<file path="src/sv/aesp_pkg.sv">
// Shared types, codes, constants and helper functions of the escape sequence parser.
// Depends on nothing.
package aesp_pkg;

   localparam int MaxSeqLen = 25;
   localparam int MaxParams = 16;
   localparam int ResultCap = 16;
   localparam int CAP_W     = 5;

   localparam logic [13:0] PARAM_MAX = 14'd9999;

   localparam logic [7:0] CH_NUL  = 8'h00;
   localparam logic [7:0] CH_ENQ  = 8'h05;
   localparam logic [7:0] CH_BEL  = 8'h07;
   localparam logic [7:0] CH_BS   = 8'h08;
   localparam logic [7:0] CH_LF   = 8'h0A;
   localparam logic [7:0] CH_CR   = 8'h0D;
   localparam logic [7:0] CH_SO   = 8'h0E;
   localparam logic [7:0] CH_SI   = 8'h0F;
   localparam logic [7:0] CH_ESC  = 8'h1B;
   localparam logic [7:0] CH_CSI  = 8'h9B;

   localparam logic [4:0] EV_PRINT      = 5'd0;
   localparam logic [4:0] EV_BELL       = 5'd1;
   localparam logic [4:0] EV_LEFT       = 5'd2;
   localparam logic [4:0] EV_NEWLINE    = 5'd3;
   localparam logic [4:0] EV_CR         = 5'd4;
   localparam logic [4:0] EV_UP         = 5'd5;
   localparam logic [4:0] EV_DOWN       = 5'd6;
   localparam logic [4:0] EV_RIGHT      = 5'd7;
   localparam logic [4:0] EV_GOTO       = 5'd8;
   localparam logic [4:0] EV_ERASE_DISP = 5'd9;
   localparam logic [4:0] EV_ERASE_LINE = 5'd10;
   localparam logic [4:0] EV_INSERT     = 5'd11;
   localparam logic [4:0] EV_DELETE     = 5'd12;
   localparam logic [4:0] EV_SCROLL     = 5'd13;
   localparam logic [4:0] EV_SAVE       = 5'd14;
   localparam logic [4:0] EV_RESTORE    = 5'd15;
   localparam logic [4:0] EV_MODE       = 5'd16;
   localparam logic [4:0] EV_PMODE      = 5'd17;
   localparam logic [4:0] EV_SGR        = 5'd18;
   localparam logic [4:0] EV_VBELL      = 5'd19;
   localparam logic [4:0] EV_NH         = 5'd20;

   typedef struct packed {
      logic        final_cmd;
      logic        pair;
      logic [4:0]  code;
      logic [13:0] arg;
   } cmd_type;

   typedef struct packed {
      logic [4:0]  code;
      logic [13:0] arg_a;
      logic [13:0] arg_b;
      logic        last;
   } ev_type;

   function automatic logic ansi_mode_ok(input logic [13:0] v);
      return v == 14'd2 || v == 14'd4 || v == 14'd12 || v == 14'd20;
   endfunction

   function automatic logic priv_mode_ok(input logic [13:0] v);
      return (v >= 14'd1 && v <= 14'd7 && v != 14'd2) || v == 14'd25;
   endfunction

   function automatic logic sgr_ok(input logic [13:0] v);
      return v == 14'd0 || v == 14'd1 || v == 14'd4 || v == 14'd5 || v == 14'd7 ||
             v == 14'd8 || (v >= 14'd30 && v <= 14'd49);
   endfunction

endpackage

</file>
<file path="src/sv/aesp_front.sv">
// Front end of the escape sequence parser: byte intake, phase tracking and parameter store.
// Depends on aesp_pkg; feeds aesp_queue and is read by aesp_back.
module aesp_front #(
   parameter int MAX_SEQ_LEN = aesp_pkg::MaxSeqLen,
   parameter int MAX_PARAMS  = aesp_pkg::MaxParams
) (
   input  logic                                clock,
   input  logic                                reset,
   input  logic                                req_valid,
   input  logic [7:0]                          req_rx_byte,
   output logic                                req_ready,
   input  logic                                q_full,
   output logic                                push,
   output aesp_pkg::cmd_type                   push_cmd,
   input  logic                                final_done,
   input  logic [$clog2(MAX_PARAMS)-1:0]       rd_idx,
   output logic [13:0]                         rd_value,
   output logic                                rd_priv,
   output logic [$clog2(MAX_PARAMS+1)-1:0]     pcount
);

   localparam int IW  = $clog2(MAX_PARAMS);
   localparam int PCW = $clog2(MAX_PARAMS + 1);
   localparam int SLW = $clog2(MAX_SEQ_LEN + 2);

   localparam logic [2:0] PH_IDLE    = 3'd0;
   localparam logic [2:0] PH_ESC     = 3'd1;
   localparam logic [2:0] PH_CHARSET = 3'd2;
   localparam logic [2:0] PH_START   = 3'd3;
   localparam logic [2:0] PH_PLAIN   = 3'd4;
   localparam logic [2:0] PH_PRIV    = 3'd5;

   logic [2:0]     phase_ff, phase_in;
   logic [SLW-1:0] len_ff, len_in;
   logic [PCW-1:0] pcount_ff, pcount_in;
   logic [13:0]    acc_ff, acc_in;
   logic           lock_ff, lock_in;
   logic [13:0]    rd_value_ff;
   logic           rd_priv_ff;

   logic [13:0]    mem_value [MAX_PARAMS];
   logic           mem_priv  [MAX_PARAMS];

   logic           accept;
   logic [7:0]     c;
   logic           letter;
   logic           digit;
   logic [3:0]     dval;
   logic [17:0]    grown;
   logic [SLW-1:0] len_next;
   logic           do_push;
   logic           push_priv;
   logic           wr_en;

   assign req_ready = !q_full && !lock_ff;
   assign accept    = req_valid && req_ready;
   assign c         = req_rx_byte;
   assign letter    = (c >= 8'h61 && c <= 8'h7A) || (c >= 8'h41 && c <= 8'h5A);
   assign digit     = c >= 8'h30 && c <= 8'h39;
   assign dval      = c[3:0];
   assign grown     = 18'({acc_ff, 3'b000}) + 18'({acc_ff, 1'b0}) + 18'(dval);
   assign len_next  = len_ff + SLW'(1);
   assign wr_en     = do_push && pcount_ff < PCW'(MAX_PARAMS);
   assign rd_value  = rd_value_ff;
   assign rd_priv   = rd_priv_ff;
   assign pcount    = pcount_ff;

   always_comb begin
      phase_in  = phase_ff;
      len_in    = len_ff;
      pcount_in = pcount_ff;
      acc_in    = acc_ff;
      lock_in   = lock_ff;
      push      = 1'b0;
      push_cmd  = '0;
      do_push   = 1'b0;
      push_priv = 1'b0;
      if (final_done) begin
         lock_in = 1'b0;
      end
      if (accept) begin
         priority if (c == aesp_pkg::CH_ESC) begin
            phase_in  = PH_ESC;
            len_in    = SLW'(1);
            pcount_in = '0;
            acc_in    = '0;
         end else if (c == aesp_pkg::CH_CSI) begin
            phase_in  = PH_START;
            len_in    = SLW'(2);
            pcount_in = '0;
            acc_in    = '0;
         end else if (phase_ff == PH_IDLE) begin
            push = 1'b1;
            priority case (c)
               aesp_pkg::CH_NUL, aesp_pkg::CH_ENQ,
               aesp_pkg::CH_SO, aesp_pkg::CH_SI: push = 1'b0;
               aesp_pkg::CH_BEL: push_cmd.code = aesp_pkg::EV_BELL;
               aesp_pkg::CH_BS:  push_cmd.code = aesp_pkg::EV_LEFT;
               aesp_pkg::CH_LF:  push_cmd.code = aesp_pkg::EV_NEWLINE;
               aesp_pkg::CH_CR:  push_cmd.code = aesp_pkg::EV_CR;
               default: begin
                  push_cmd.code = aesp_pkg::EV_PRINT;
                  push_cmd.arg  = 14'(c);
               end
            endcase
         end else if (phase_ff == PH_ESC) begin
            phase_in  = PH_IDLE;
            len_in    = '0;
            pcount_in = '0;
            acc_in    = '0;
            push      = 1'b1;
            priority case (c)
               8'h5B: begin
                  push     = 1'b0;
                  phase_in = PH_START;
                  len_in   = SLW'(2);
               end
               8'h28, 8'h29: begin
                  push     = 1'b0;
                  phase_in = PH_CHARSET;
                  len_in   = SLW'(2);
               end
               8'h4D: push_cmd.code = aesp_pkg::EV_UP;
               8'h44, 8'h45: begin
                  push_cmd.code = aesp_pkg::EV_CR;
                  push_cmd.pair = 1'b1;
               end
               8'h37: push_cmd.code = aesp_pkg::EV_SAVE;
               8'h38: push_cmd.code = aesp_pkg::EV_RESTORE;
               8'h67: push_cmd.code = aesp_pkg::EV_VBELL;
               default: push_cmd.code = aesp_pkg::EV_NH;
            endcase
         end else if (phase_ff == PH_START || phase_ff == PH_PLAIN ||
                      phase_ff == PH_PRIV) begin
            if (letter) begin
               do_push            = phase_ff != PH_START;
               push_priv          = phase_ff == PH_PRIV;
               push               = 1'b1;
               push_cmd.final_cmd = 1'b1;
               push_cmd.arg       = 14'(c);
               lock_in            = 1'b1;
               phase_in           = PH_IDLE;
               len_in             = '0;
               acc_in             = '0;
            end else if (len_next > SLW'(MAX_SEQ_LEN)) begin
               phase_in  = PH_IDLE;
               len_in    = '0;
               pcount_in = '0;
               acc_in    = '0;
            end else begin
               len_in = len_next;
               priority if (phase_ff == PH_START) begin
                  if (c == 8'h3F) begin
                     acc_in   = '0;
                     phase_in = PH_PRIV;
                  end else if (digit) begin
                     acc_in   = 14'(dval);
                     phase_in = PH_PLAIN;
                  end else begin
                     acc_in  = '0;
                     do_push = 1'b1;
                  end
               end else if (digit) begin
                  acc_in = (grown > 18'(aesp_pkg::PARAM_MAX)) ? aesp_pkg::PARAM_MAX
                                                               : grown[13:0];
               end else begin
                  do_push   = 1'b1;
                  push_priv = phase_ff == PH_PRIV;
                  phase_in  = PH_START;
               end
            end
         end else begin
            phase_in  = PH_IDLE;
            len_in    = '0;
            pcount_in = '0;
            acc_in    = '0;
         end
         if (do_push) begin
            acc_in = '0;
            if (wr_en) begin
               pcount_in = pcount_ff + PCW'(1);
            end
         end
      end
   end

   always_ff @(posedge clock) begin
      if (reset) begin
         phase_ff  <= PH_IDLE;
         len_ff    <= '0;
         pcount_ff <= '0;
         acc_ff    <= '0;
         lock_ff   <= 1'b0;
      end else begin
         phase_ff  <= phase_in;
         len_ff    <= len_in;
         pcount_ff <= pcount_in;
         acc_ff    <= acc_in;
         lock_ff   <= lock_in;
      end
   end

   always_ff @(posedge clock) begin
      if (wr_en) begin
         mem_value[pcount_ff[IW-1:0]] <= (phase_ff == PH_START) ? 14'd0 : acc_ff;
         mem_priv[pcount_ff[IW-1:0]]  <= push_priv;
      end
      rd_value_ff <= mem_value[rd_idx];
      rd_priv_ff  <= mem_priv[rd_idx];
   end

endmodule

</file>
<file path="src/sv/aesp_queue.sv">
// Two-entry command queue between the front end and the back end.
// Depends on aesp_pkg for the command type.
module aesp_queue (
   input  logic              clock,
   input  logic              reset,
   input  logic              push,
   input  aesp_pkg::cmd_type push_cmd,
   input  logic              pop,
   output aesp_pkg::cmd_type head,
   output logic              full,
   output logic              empty
);

   aesp_pkg::cmd_type entry_ff [2];
   logic              wr_ptr_ff, wr_ptr_in;
   logic              rd_ptr_ff, rd_ptr_in;
   logic [1:0]        count_ff, count_in;

   assign full  = count_ff == 2'd2;
   assign empty = count_ff == 2'd0;
   assign head  = entry_ff[rd_ptr_ff];

   always_comb begin
      wr_ptr_in = wr_ptr_ff;
      rd_ptr_in = rd_ptr_ff;
      count_in  = count_ff;
      if (push) begin
         wr_ptr_in = !wr_ptr_ff;
      end
      if (pop) begin
         rd_ptr_in = !rd_ptr_ff;
      end
      if (push && !pop) begin
         count_in = count_ff + 2'd1;
      end else if (pop && !push) begin
         count_in = count_ff - 2'd1;
      end
   end

   always_ff @(posedge clock) begin
      if (reset) begin
         wr_ptr_ff <= 1'b0;
         rd_ptr_ff <= 1'b0;
         count_ff  <= '0;
      end else begin
         wr_ptr_ff <= wr_ptr_in;
         rd_ptr_ff <= rd_ptr_in;
         count_ff  <= count_in;
      end
   end

   always_ff @(posedge clock) begin
      if (push) begin
         entry_ff[wr_ptr_ff] <= push_cmd;
      end
   end

endmodule

</file>
<file path="src/sv/aesp_back.sv">
// Back end of the escape sequence parser: turns queued commands into display events.
// Depends on aesp_pkg; reads the parameter store of aesp_front.
module aesp_back #(
   parameter int MAX_PARAMS = aesp_pkg::MaxParams
) (
   input  logic                                clock,
   input  logic                                reset,
   input  logic                                q_empty,
   input  aesp_pkg::cmd_type                   q_head,
   output logic                                pop,
   input  logic [$clog2(MAX_PARAMS+1)-1:0]     pcount,
   output logic [$clog2(MAX_PARAMS)-1:0]       rd_idx,
   input  logic [13:0]                         rd_value,
   input  logic                                rd_priv,
   input  logic                                out_free,
   output logic                                emit,
   output aesp_pkg::ev_type                    ev,
   output logic                                final_done
);

   localparam int IW  = $clog2(MAX_PARAMS);
   localparam int PCW = $clog2(MAX_PARAMS + 1);
   localparam int EW  = (PCW > aesp_pkg::CAP_W) ? PCW : aesp_pkg::CAP_W;

   localparam logic [2:0] B_IDLE   = 3'd0;
   localparam logic [2:0] B_SCAN   = 3'd1;
   localparam logic [2:0] B_DECIDE = 3'd2;
   localparam logic [2:0] B_ONE    = 3'd3;
   localparam logic [2:0] B_LIST   = 3'd4;

   logic [2:0]     state_ff, state_in;
   logic [PCW-1:0] idx_ff, idx_in;
   logic [PCW-1:0] np_ff, np_in;
   logic [13:0]    first_ff, first_in;
   logic [13:0]    second_ff, second_in;
   logic [7:0]     letter_ff, letter_in;
   logic [EW-1:0]  ecnt_ff, ecnt_in;
   logic [EW-1:0]  total_ff, total_in;
   logic           pass_ff, pass_in;
   logic           sgr_ff, sgr_in;
   logic           set_ff, set_in;
   logic           pair_ff, pair_in;
   logic           fin_ff, fin_in;
   logic [4:0]     code_ff, code_in;
   logic [13:0]    a_ff, a_in;
   logic [13:0]    b_ff, b_in;

   logic [EW-1:0]  pcount_ext;
   logic [EW-1:0]  np_ext;
   logic [EW-1:0]  cap_ext;
   logic           want;
   logic           ok;
   logic           idx_end;

   assign rd_idx     = idx_in[IW-1:0];
   assign pcount_ext = EW'(pcount);
   assign np_ext     = EW'(np_ff);
   assign cap_ext    = EW'(aesp_pkg::ResultCap);
   assign want       = rd_priv == pass_ff;
   assign idx_end    = idx_ff + PCW'(1) == pcount;
   assign ok         = sgr_ff ? aesp_pkg::sgr_ok(rd_value) :
                       pass_ff ? aesp_pkg::priv_mode_ok(rd_value) :
                       aesp_pkg::ansi_mode_ok(rd_value);

   always_comb begin
      state_in   = state_ff;
      idx_in     = idx_ff;
      np_in      = np_ff;
      first_in   = first_ff;
      second_in  = second_ff;
      letter_in  = letter_ff;
      ecnt_in    = ecnt_ff;
      total_in   = total_ff;
      pass_in    = pass_ff;
      sgr_in     = sgr_ff;
      set_in     = set_ff;
      pair_in    = pair_ff;
      fin_in     = fin_ff;
      code_in    = code_ff;
      a_in       = a_ff;
      b_in       = b_ff;
      pop        = 1'b0;
      emit       = 1'b0;
      ev         = '0;
      final_done = 1'b0;
      unique case (state_ff)
         B_IDLE: begin
            if (!q_empty) begin
               pop = 1'b1;
               if (q_head.final_cmd) begin
                  letter_in = q_head.arg[7:0];
                  idx_in    = '0;
                  np_in     = '0;
                  first_in  = '0;
                  second_in = '0;
                  fin_in    = 1'b1;
                  state_in  = (pcount == '0) ? B_DECIDE : B_SCAN;
               end else begin
                  code_in  = q_head.code;
                  a_in     = q_head.arg;
                  b_in     = '0;
                  pair_in  = q_head.pair;
                  fin_in   = 1'b0;
                  state_in = B_ONE;
               end
            end
         end
         B_SCAN: begin
            if (!rd_priv) begin
               if (np_ff == PCW'(0)) begin
                  first_in = rd_value;
               end
               if (np_ff == PCW'(1)) begin
                  second_in = rd_value;
               end
               np_in = np_ff + PCW'(1);
            end
            idx_in = idx_ff + PCW'(1);
            if (idx_end) begin
               state_in = B_DECIDE;
            end
         end
         B_DECIDE: begin
            state_in = B_ONE;
            pair_in  = 1'b0;
            a_in     = '0;
            b_in     = '0;
            idx_in   = '0;
            ecnt_in  = '0;
            pass_in  = 1'b0;
            unique case (letter_ff)
               8'h48, 8'h66: begin
                  code_in = aesp_pkg::EV_GOTO;
                  a_in    = (first_ff != '0) ? first_ff - 14'd1 : 14'd0;
                  b_in    = (second_ff != '0) ? second_ff - 14'd1 : 14'd0;
               end
               8'h41: code_in = aesp_pkg::EV_UP;
               8'h42: code_in = aesp_pkg::EV_DOWN;
               8'h43: code_in = aesp_pkg::EV_RIGHT;
               8'h44: code_in = aesp_pkg::EV_LEFT;
               8'h4A, 8'h4B: begin
                  if (first_ff <= 14'd2) begin
                     code_in = (letter_ff == 8'h4A) ? aesp_pkg::EV_ERASE_DISP
                                                    : aesp_pkg::EV_ERASE_LINE;
                     a_in    = first_ff;
                  end else begin
                     code_in = aesp_pkg::EV_NH;
                  end
               end
               8'h4C, 8'h50: begin
                  code_in = (letter_ff == 8'h4C) ? aesp_pkg::EV_INSERT : aesp_pkg::EV_DELETE;
                  a_in    = (np_ff != '0) ? first_ff : 14'd1;
               end
               8'h72: begin
                  if (np_ff == PCW'(2)) begin
                     code_in = aesp_pkg::EV_SCROLL;
                     a_in    = first_ff;
                     b_in    = second_ff;
                  end else begin
                     code_in = aesp_pkg::EV_NH;
                  end
               end
               8'h73: code_in = aesp_pkg::EV_SAVE;
               8'h75: code_in = aesp_pkg::EV_RESTORE;
               8'h68, 8'h6C: begin
                  sgr_in   = 1'b0;
                  set_in   = letter_ff == 8'h68;
                  total_in = (pcount_ext > cap_ext) ? cap_ext : pcount_ext;
                  if (pcount == '0) begin
                     state_in   = B_IDLE;
                     final_done = 1'b1;
                  end else begin
                     state_in = B_LIST;
                  end
               end
               8'h6D: begin
                  if (np_ff == '0) begin
                     code_in = aesp_pkg::EV_SGR;
                  end else begin
                     sgr_in   = 1'b1;
                     set_in   = 1'b0;
                     total_in = (np_ext > cap_ext) ? cap_ext : np_ext;
                     state_in = B_LIST;
                  end
               end
               default: code_in = aesp_pkg::EV_NH;
            endcase
         end
         B_ONE: begin
            if (out_free) begin
               emit     = 1'b1;
               ev.code  = code_ff;
               ev.arg_a = a_ff;
               ev.arg_b = b_ff;
               ev.last  = !pair_ff;
               if (pair_ff) begin
                  pair_in = 1'b0;
                  code_in = aesp_pkg::EV_NEWLINE;
               end else begin
                  state_in   = B_IDLE;
                  final_done = fin_ff;
               end
            end
         end
         B_LIST: begin
            if (!want || out_free) begin
               if (want) begin
                  emit     = 1'b1;
                  ev.code  = !ok ? aesp_pkg::EV_NH :
                             sgr_ff ? aesp_pkg::EV_SGR :
                             pass_ff ? aesp_pkg::EV_PMODE : aesp_pkg::EV_MODE;
                  ev.arg_a = ok ? rd_value : 14'd0;
                  ev.arg_b = (ok && !sgr_ff) ? 14'(set_ff) : 14'd0;
                  ev.last  = ecnt_ff + EW'(1) == total_ff;
                  ecnt_in  = ecnt_ff + EW'(1);
               end
               if (want && ev.last) begin
                  state_in   = B_IDLE;
                  final_done = 1'b1;
               end else if (idx_end) begin
                  if (!pass_ff && !sgr_ff) begin
                     pass_in = 1'b1;
                     idx_in  = '0;
                  end else begin
                     state_in   = B_IDLE;
                     final_done = 1'b1;
                  end
               end else begin
                  idx_in = idx_ff + PCW'(1);
               end
            end
         end
         default: state_in = B_IDLE;
      endcase
   end

   always_ff @(posedge clock) begin
      if (reset) begin
         state_ff <= B_IDLE;
      end else begin
         state_ff <= state_in;
      end
   end

   always_ff @(posedge clock) begin
      idx_ff    <= idx_in;
      np_ff     <= np_in;
      first_ff  <= first_in;
      second_ff <= second_in;
      letter_ff <= letter_in;
      ecnt_ff   <= ecnt_in;
      total_ff  <= total_in;
      pass_ff   <= pass_in;
      sgr_ff    <= sgr_in;
      set_ff    <= set_in;
      pair_ff   <= pair_in;
      fin_ff    <= fin_in;
      code_ff   <= code_in;
      a_ff      <= a_in;
      b_ff      <= b_in;
   end

endmodule

</file>
<file path="src/sv/ansi_escape_sequence_parser.sv">
// Top level of the terminal escape sequence parser: front end, command queue, back end
// and the result register. Depends on aesp_pkg, aesp_front, aesp_queue and aesp_back.
//
// Usage: received terminal bytes enter on the req_ channel (req_valid, req_ready,
// req_rx_byte); display command events leave on the rsp_ channel (rsp_valid, rsp_ready,
// event code, two arguments and a last flag marking the final event of one byte).
// Parameter bytes are taken one per cycle while the queue has room and no final letter
// is being expanded. A byte that yields a single event takes the back end through its
// idle and one-event states, so once the queue has filled such bytes are taken only as
// fast as the back end drains them. A simple event passes through the command queue,
// the back end's one-event state and the result register before it reaches rsp_valid.
// A final letter of a control sequence first scans the stored parameters, then decodes
// and emits its events; mode and attribute letters walk the parameter store again, one
// entry per cycle while the receiver takes events. The input stalls while such a letter
// is being expanded, since the back end reads the front end's parameter store.
// A stalled receiver holds the result register; the back end and then the two-entry
// command queue fill, after which req_ready drops.
// Reset returns the parser to idle and empties the queue and the result register.
module ansi_escape_sequence_parser #(
   parameter int MAX_SEQ_LEN = aesp_pkg::MaxSeqLen,
   parameter int MAX_PARAMS  = aesp_pkg::MaxParams
) (
   input  logic        clock,
   input  logic        reset,
   input  logic        req_valid,
   output logic        req_ready,
   input  logic [7:0]  req_rx_byte,
   output logic        rsp_valid,
   input  logic        rsp_ready,
   output logic [4:0]  rsp_event_code,
   output logic [13:0] rsp_arg_a,
   output logic [13:0] rsp_arg_b,
   output logic        rsp_last
);

   localparam int IW  = $clog2(MAX_PARAMS);
   localparam int PCW = $clog2(MAX_PARAMS + 1);

   aesp_pkg::cmd_type push_cmd;
   aesp_pkg::cmd_type q_head;
   aesp_pkg::ev_type  ev;
   aesp_pkg::ev_type  out_ff;
   logic              push;
   logic              pop;
   logic              q_full;
   logic              q_empty;
   logic              final_done;
   logic [IW-1:0]     rd_idx;
   logic [13:0]       rd_value;
   logic              rd_priv;
   logic [PCW-1:0]    pcount;
   logic              emit;
   logic              out_free;
   logic              valid_ff, valid_in;

   aesp_front #(
      .MAX_SEQ_LEN (MAX_SEQ_LEN),
      .MAX_PARAMS  (MAX_PARAMS)
   ) u_front (
      .clock       (clock),
      .reset       (reset),
      .req_valid   (req_valid),
      .req_rx_byte (req_rx_byte),
      .req_ready   (req_ready),
      .q_full      (q_full),
      .push        (push),
      .push_cmd    (push_cmd),
      .final_done  (final_done),
      .rd_idx      (rd_idx),
      .rd_value    (rd_value),
      .rd_priv     (rd_priv),
      .pcount      (pcount)
   );

   aesp_queue u_queue (
      .clock    (clock),
      .reset    (reset),
      .push     (push),
      .push_cmd (push_cmd),
      .pop      (pop),
      .head     (q_head),
      .full     (q_full),
      .empty    (q_empty)
   );

   aesp_back #(
      .MAX_PARAMS (MAX_PARAMS)
   ) u_back (
      .clock      (clock),
      .reset      (reset),
      .q_empty    (q_empty),
      .q_head     (q_head),
      .pop        (pop),
      .pcount     (pcount),
      .rd_idx     (rd_idx),
      .rd_value   (rd_value),
      .rd_priv    (rd_priv),
      .out_free   (out_free),
      .emit       (emit),
      .ev         (ev),
      .final_done (final_done)
   );

   assign out_free = !valid_ff || rsp_ready;

   always_comb begin
      valid_in = valid_ff;
      if (emit) begin
         valid_in = 1'b1;
      end else if (rsp_ready) begin
         valid_in = 1'b0;
      end
   end

   always_ff @(posedge clock) begin
      if (reset) begin
         valid_ff <= 1'b0;
      end else begin
         valid_ff <= valid_in;
      end
   end

   always_ff @(posedge clock) begin
      if (emit) begin
         out_ff <= ev;
      end
   end

   assign rsp_valid      = valid_ff;
   assign rsp_event_code = out_ff.code;
   assign rsp_arg_a      = out_ff.arg_a;
   assign rsp_arg_b      = out_ff.arg_b;
   assign rsp_last       = out_ff.last;

endmodule

</file>
<file path="config.mk">
export PLATFORM = sky130hd
export DESIGN_NAME = ansi_escape_sequence_parser
export DESIGN_NICKNAME = d
export VERILOG_FILES = /design/src/sv/aesp_pkg.sv /design/src/sv/aesp_front.sv /design/src/sv/aesp_queue.sv /design/src/sv/aesp_back.sv /design/src/sv/ansi_escape_sequence_parser.sv
export SDC_FILE = /design/constraint.sdc
export NUM_CORES = 1
export LEC_CHECK = 0
export ABC_AREA = 1
export BUFFER_PORTS_ARGS = -buffer_cell sky130_fd_sc_hd__buf_2
export CAP_MARGIN = 20
export CORE_UTILIZATION = 57
export CTS_CLUSTER_SIZE = 24
export DETAILED_ROUTE_END_ITERATION = 16
export PLACE_DENSITY = 0.75
export SLEW_MARGIN = 30
export SYNTH_ARGS = -nofsm -noshare
export SYNTH_HDL_FRONTEND = slang
export SYNTH_SLANG_ARGS = --single-unit
</file>
<file path="constraint.sdc">
create_clock -name clock -period 3.7 [get_ports clock]
set_input_delay 0.37 -clock clock [delete_from_list [all_inputs] [get_ports clock]]
set_output_delay 0.37 -clock clock [all_outputs]
set_load 0.05 [all_outputs]
</file>
==> impl_metrics.env <==
export IMPL_postSynthAreaPerCell_sq_um=9.34
export IMPL_cts_setup_buffers=0
export IMPL_powerDensity_nw_per_um2=742
export IMPL_wl_per_cell_um=18.1
export IMPL_fin_nets=2493
export IMPL_num_io_pins=48
export IMPL_initial_core_util=0.578
export IMPL_end_kind="flip-flop"
export IMPL_overflow=0
export IMPL_num_rows=72
export IMPL_max_stage_delay_ns=0.51
export IMPL_dpl_hpwl_mm=35.3
export IMPL_final_common_cell="nand2_1"
export IMPL_max_freq_mhz=303
export IMPL_syn_to_final_growth_pct=10.9
export IMPL_ys_flop_type="edfxtp_1"
export IMPL_placed_area_sq_um=23200
export IMPL_drv_cap=0
export IMPL_vias_per_cell=5.67
export IMPL_core_sq_um=38600
export IMPL_ys_ff_latch=450
export IMPL_path_cells="inv_1 -> fa_1 -> fa_1 -> nand3b_1 -> nand2_1 -> a31oi_1 -> o21ai_0 -> nand2_1 -> nand3_1 -> nand4_1 -> nor2_1 -> nand2_1 -> nor2_1 -> nand2_1 -> a21oi_1"
export IMPL_grt_pass1_vias=16100
export IMPL_cts_tree="built"
export IMPL_fin_crit_sh=0.893
export IMPL_worstPathRequired_ns=4.19
export IMPL_first_pass_iters=5
export IMPL_status="finished clean"
export IMPL_syn_num_nets=2441
export IMPL_critPathTopFamily="simple AND/OR/NAND/NOR gates"
export IMPL_diodes=0
export IMPL_rsz0062_at_grt="no"
export IMPL_hold_class="input port to flip-flop"
export IMPL_gp_routability_congestion=0.986
export IMPL_drc=0
export IMPL_routed_wl_mm=54.1
export IMPL_cts_buffers=47
export IMPL_chipHeight_um=200
export IMPL_root_buffer="clkbuf_16"
export IMPL_crit_path_start_kind="flip-flop"
export IMPL_yosysTopAreaCell="edfxtp_1"
export IMPL_grt_total_usage=0.277
export IMPL_slew_headroom=0.460
export IMPL_setup_ws_ns=0.397
export IMPL_cpMaxStageDelayCell="fa_1"
export IMPL_clk_pin_slew_ns=0.06
export IMPL_yosys_top_cells_area="edfxtp_1 53%, nand3_1 7.6%, nand2_1 7.1%"
export IMPL_htree_levels=2
export IMPL_ir_drop_mv=0.795
export IMPL_ctsHoldBuffers=0
export IMPL_p_leak_nw=10.3
export IMPL_grt_max_degree=121
export IMPL_place_worst_setup_slack_ns=0.274
export IMPL_post_cts_resized=0
export IMPL_drtIter0Drc=1642
export IMPL_arrival_ns=3.80
export IMPL_ys_seq_area_frac=0.582
export IMPL_antenna_found_initial=0
export IMPL_worstPathBufferInverterCount=1
export IMPL_tns_ns=0
export IMPL_clk_path_buf_depth=3
export IMPL_worst_pin_slew_ns=0.797
export IMPL_ant_nets=0
export IMPL_drv_slew=0
export IMPL_via_count=17000
export IMPL_period_minus_slack_ns=3.30
export IMPL_yosysTopAreaCellShare=0.531
export IMPL_finalHoldViolCount=0
export IMPL_synthCells=2384
export IMPL_synth_distinct_cells=61
export IMPL_dieArea_sq_um=39900
export IMPL_port_buffer_count=47
export IMPL_clk_latency_ns=0.58
export IMPL_drive_gt1_frac=0.0873
export IMPL_final_cell_mix="420 x nand2_1, 394 x edfxtp_1, 374 x inv_1, 339 x nand3_1, 202 x nor2_1"
export IMPL_worst_path_most_repeated_cell="nand2_1"
export IMPL_synth_warnings=0
export IMPL_setup_viol=0
export IMPL_dieWidth_um=200
export IMPL_grt_pass1_wl_mm=84.9
export IMPL_skew_ns=0.0241
export IMPL_cp_max_fo=6
export IMPL_synth_edf_count=394
export IMPL_synth_async_reset_ratio=0
export IMPL_syn_area_sq_um=22300
export IMPL_clock_sinks=450
export IMPL_finalInstanceArea_sq_um=24700
export IMPL_path_class="flip-flop to flip-flop"
## worst min-delay path: cells and delay by family
family | cells | cell delay (ns)
buf+inv | 1 | 0.14
compound gates | 1 | 0.05
simple gates | 3 | 0.19
## synthesized netlist by cell type, types with 7 or more instances
library cell / number
nand3_1: 339
a31oi_1: 10
a21oi_1: 106
xor2_1: 10
edfxtp_1: 394
o21ai_0: 76
nand3b_1: 65
clkbuf_1: 42
dfxtp_1: 56
nor3_1: 41
o22ai_1: 7
buf_6: 10
nor4_1: 7
ha_1: 43
buf_2: 30
nand4_1: 20
nor2_1: 216
nand2_1: 421
xnor2_1: 17
inv_2: 11
o31ai_1: 9
inv_1: 374
## state kept, by name, indices dropped and copies added (netlist names), 8 cells and up, named ones only
signal and cells:
u_front.acc_ff 14, u_front.mem_value 224, u_back.second_ff 14, rsp_arg_b 14, u_back.b_ff 14, u_back.letter_ff 8, u_back.first_ff 14, u_front.mem_priv 16
u_front.rd_value 14, rsp_arg_a 14, u_back.a_ff 14, u_queue.entry_ff 30
## power by group
part           total, W  internal, W  leakage [nW]  switching (W)
registers       0.00710      0.00653          4.37       0.000565
logic           0.00668      0.00194          5.21        0.00474
clock network   0.00456      0.00263         0.737        0.00193
## layout make-up
cell class / count / area [sq um]
Clock inverter: 30 / 236
Fill cell: 3063 / 13900
Multi-Input combinational cell: 1459 / 7500
Clock buffer: 57 / 1250
Sequential cell: 450 / 13000
Inverter: 387 / 1450
Tap cell: 518 / 648
Timing Repair Buffer: 91 / 648
## kinds of logic (layout without fill, tap and decap cells)
kind of cell,after synthesis,after routing,share of synthesized area
compound gates,257,257,0.0664
xor+xnor,27,27,0.0106
fa+ha+maj,45,45,0.0260
buf+inv,475,565,0.0858
flops,450,450,0.582
mux,1,1,0.000449
simple gates,1129,1129,0.229
## layer usage
metal / global-route usage / vias to the layer above / wire length, um
li1: - / 8151 / -
met1: 0.373 / 8012 / 22300
met2: 0.453 / 694 / 25800
met3: 0.0466 / 120 / 4390
met4: 0.0984 / 0 / 1590
met5: 0 / - / 0
## per-stage QoR
| stage | utilization | hold WS, ns | instances | power [W] |
|---|---|---|---|---|
| floorplan | - | 0.426 | 2384 | 0.0119 |
| global route | 0.640 | 0.244 | 2992 | 0.0194 |
| detailed placement | 0.601 | 0.445 | 2905 | 0.0138 |
| CTS | 0.640 | 0.196 | 2992 | 0.0183 |
| finish | 0.640 | 0.223 | 2992 | 0.0183 |
| global placement | 0.600 | 0.436 | 2904 | 0.0135 |
## path summary, 6_finish.rpt
kind	cells past startpoint	slack [ns]	from	end
hold reg to reg	1	0.45	u_queue.rd_ptr_ff	u_queue.rd_ptr_ff
hold / removal	5	0.22	req_rx_byte[0]	u_front.acc_ff[0]
setup / recovery	15	0.40	u_front.acc_ff[0]	u_front.acc_ff[6]
setup reg to reg	15	0.40	u_front.acc_ff[0]	u_front.acc_ff[6]
No activity file was read; power rests on OpenSTA's default activity.
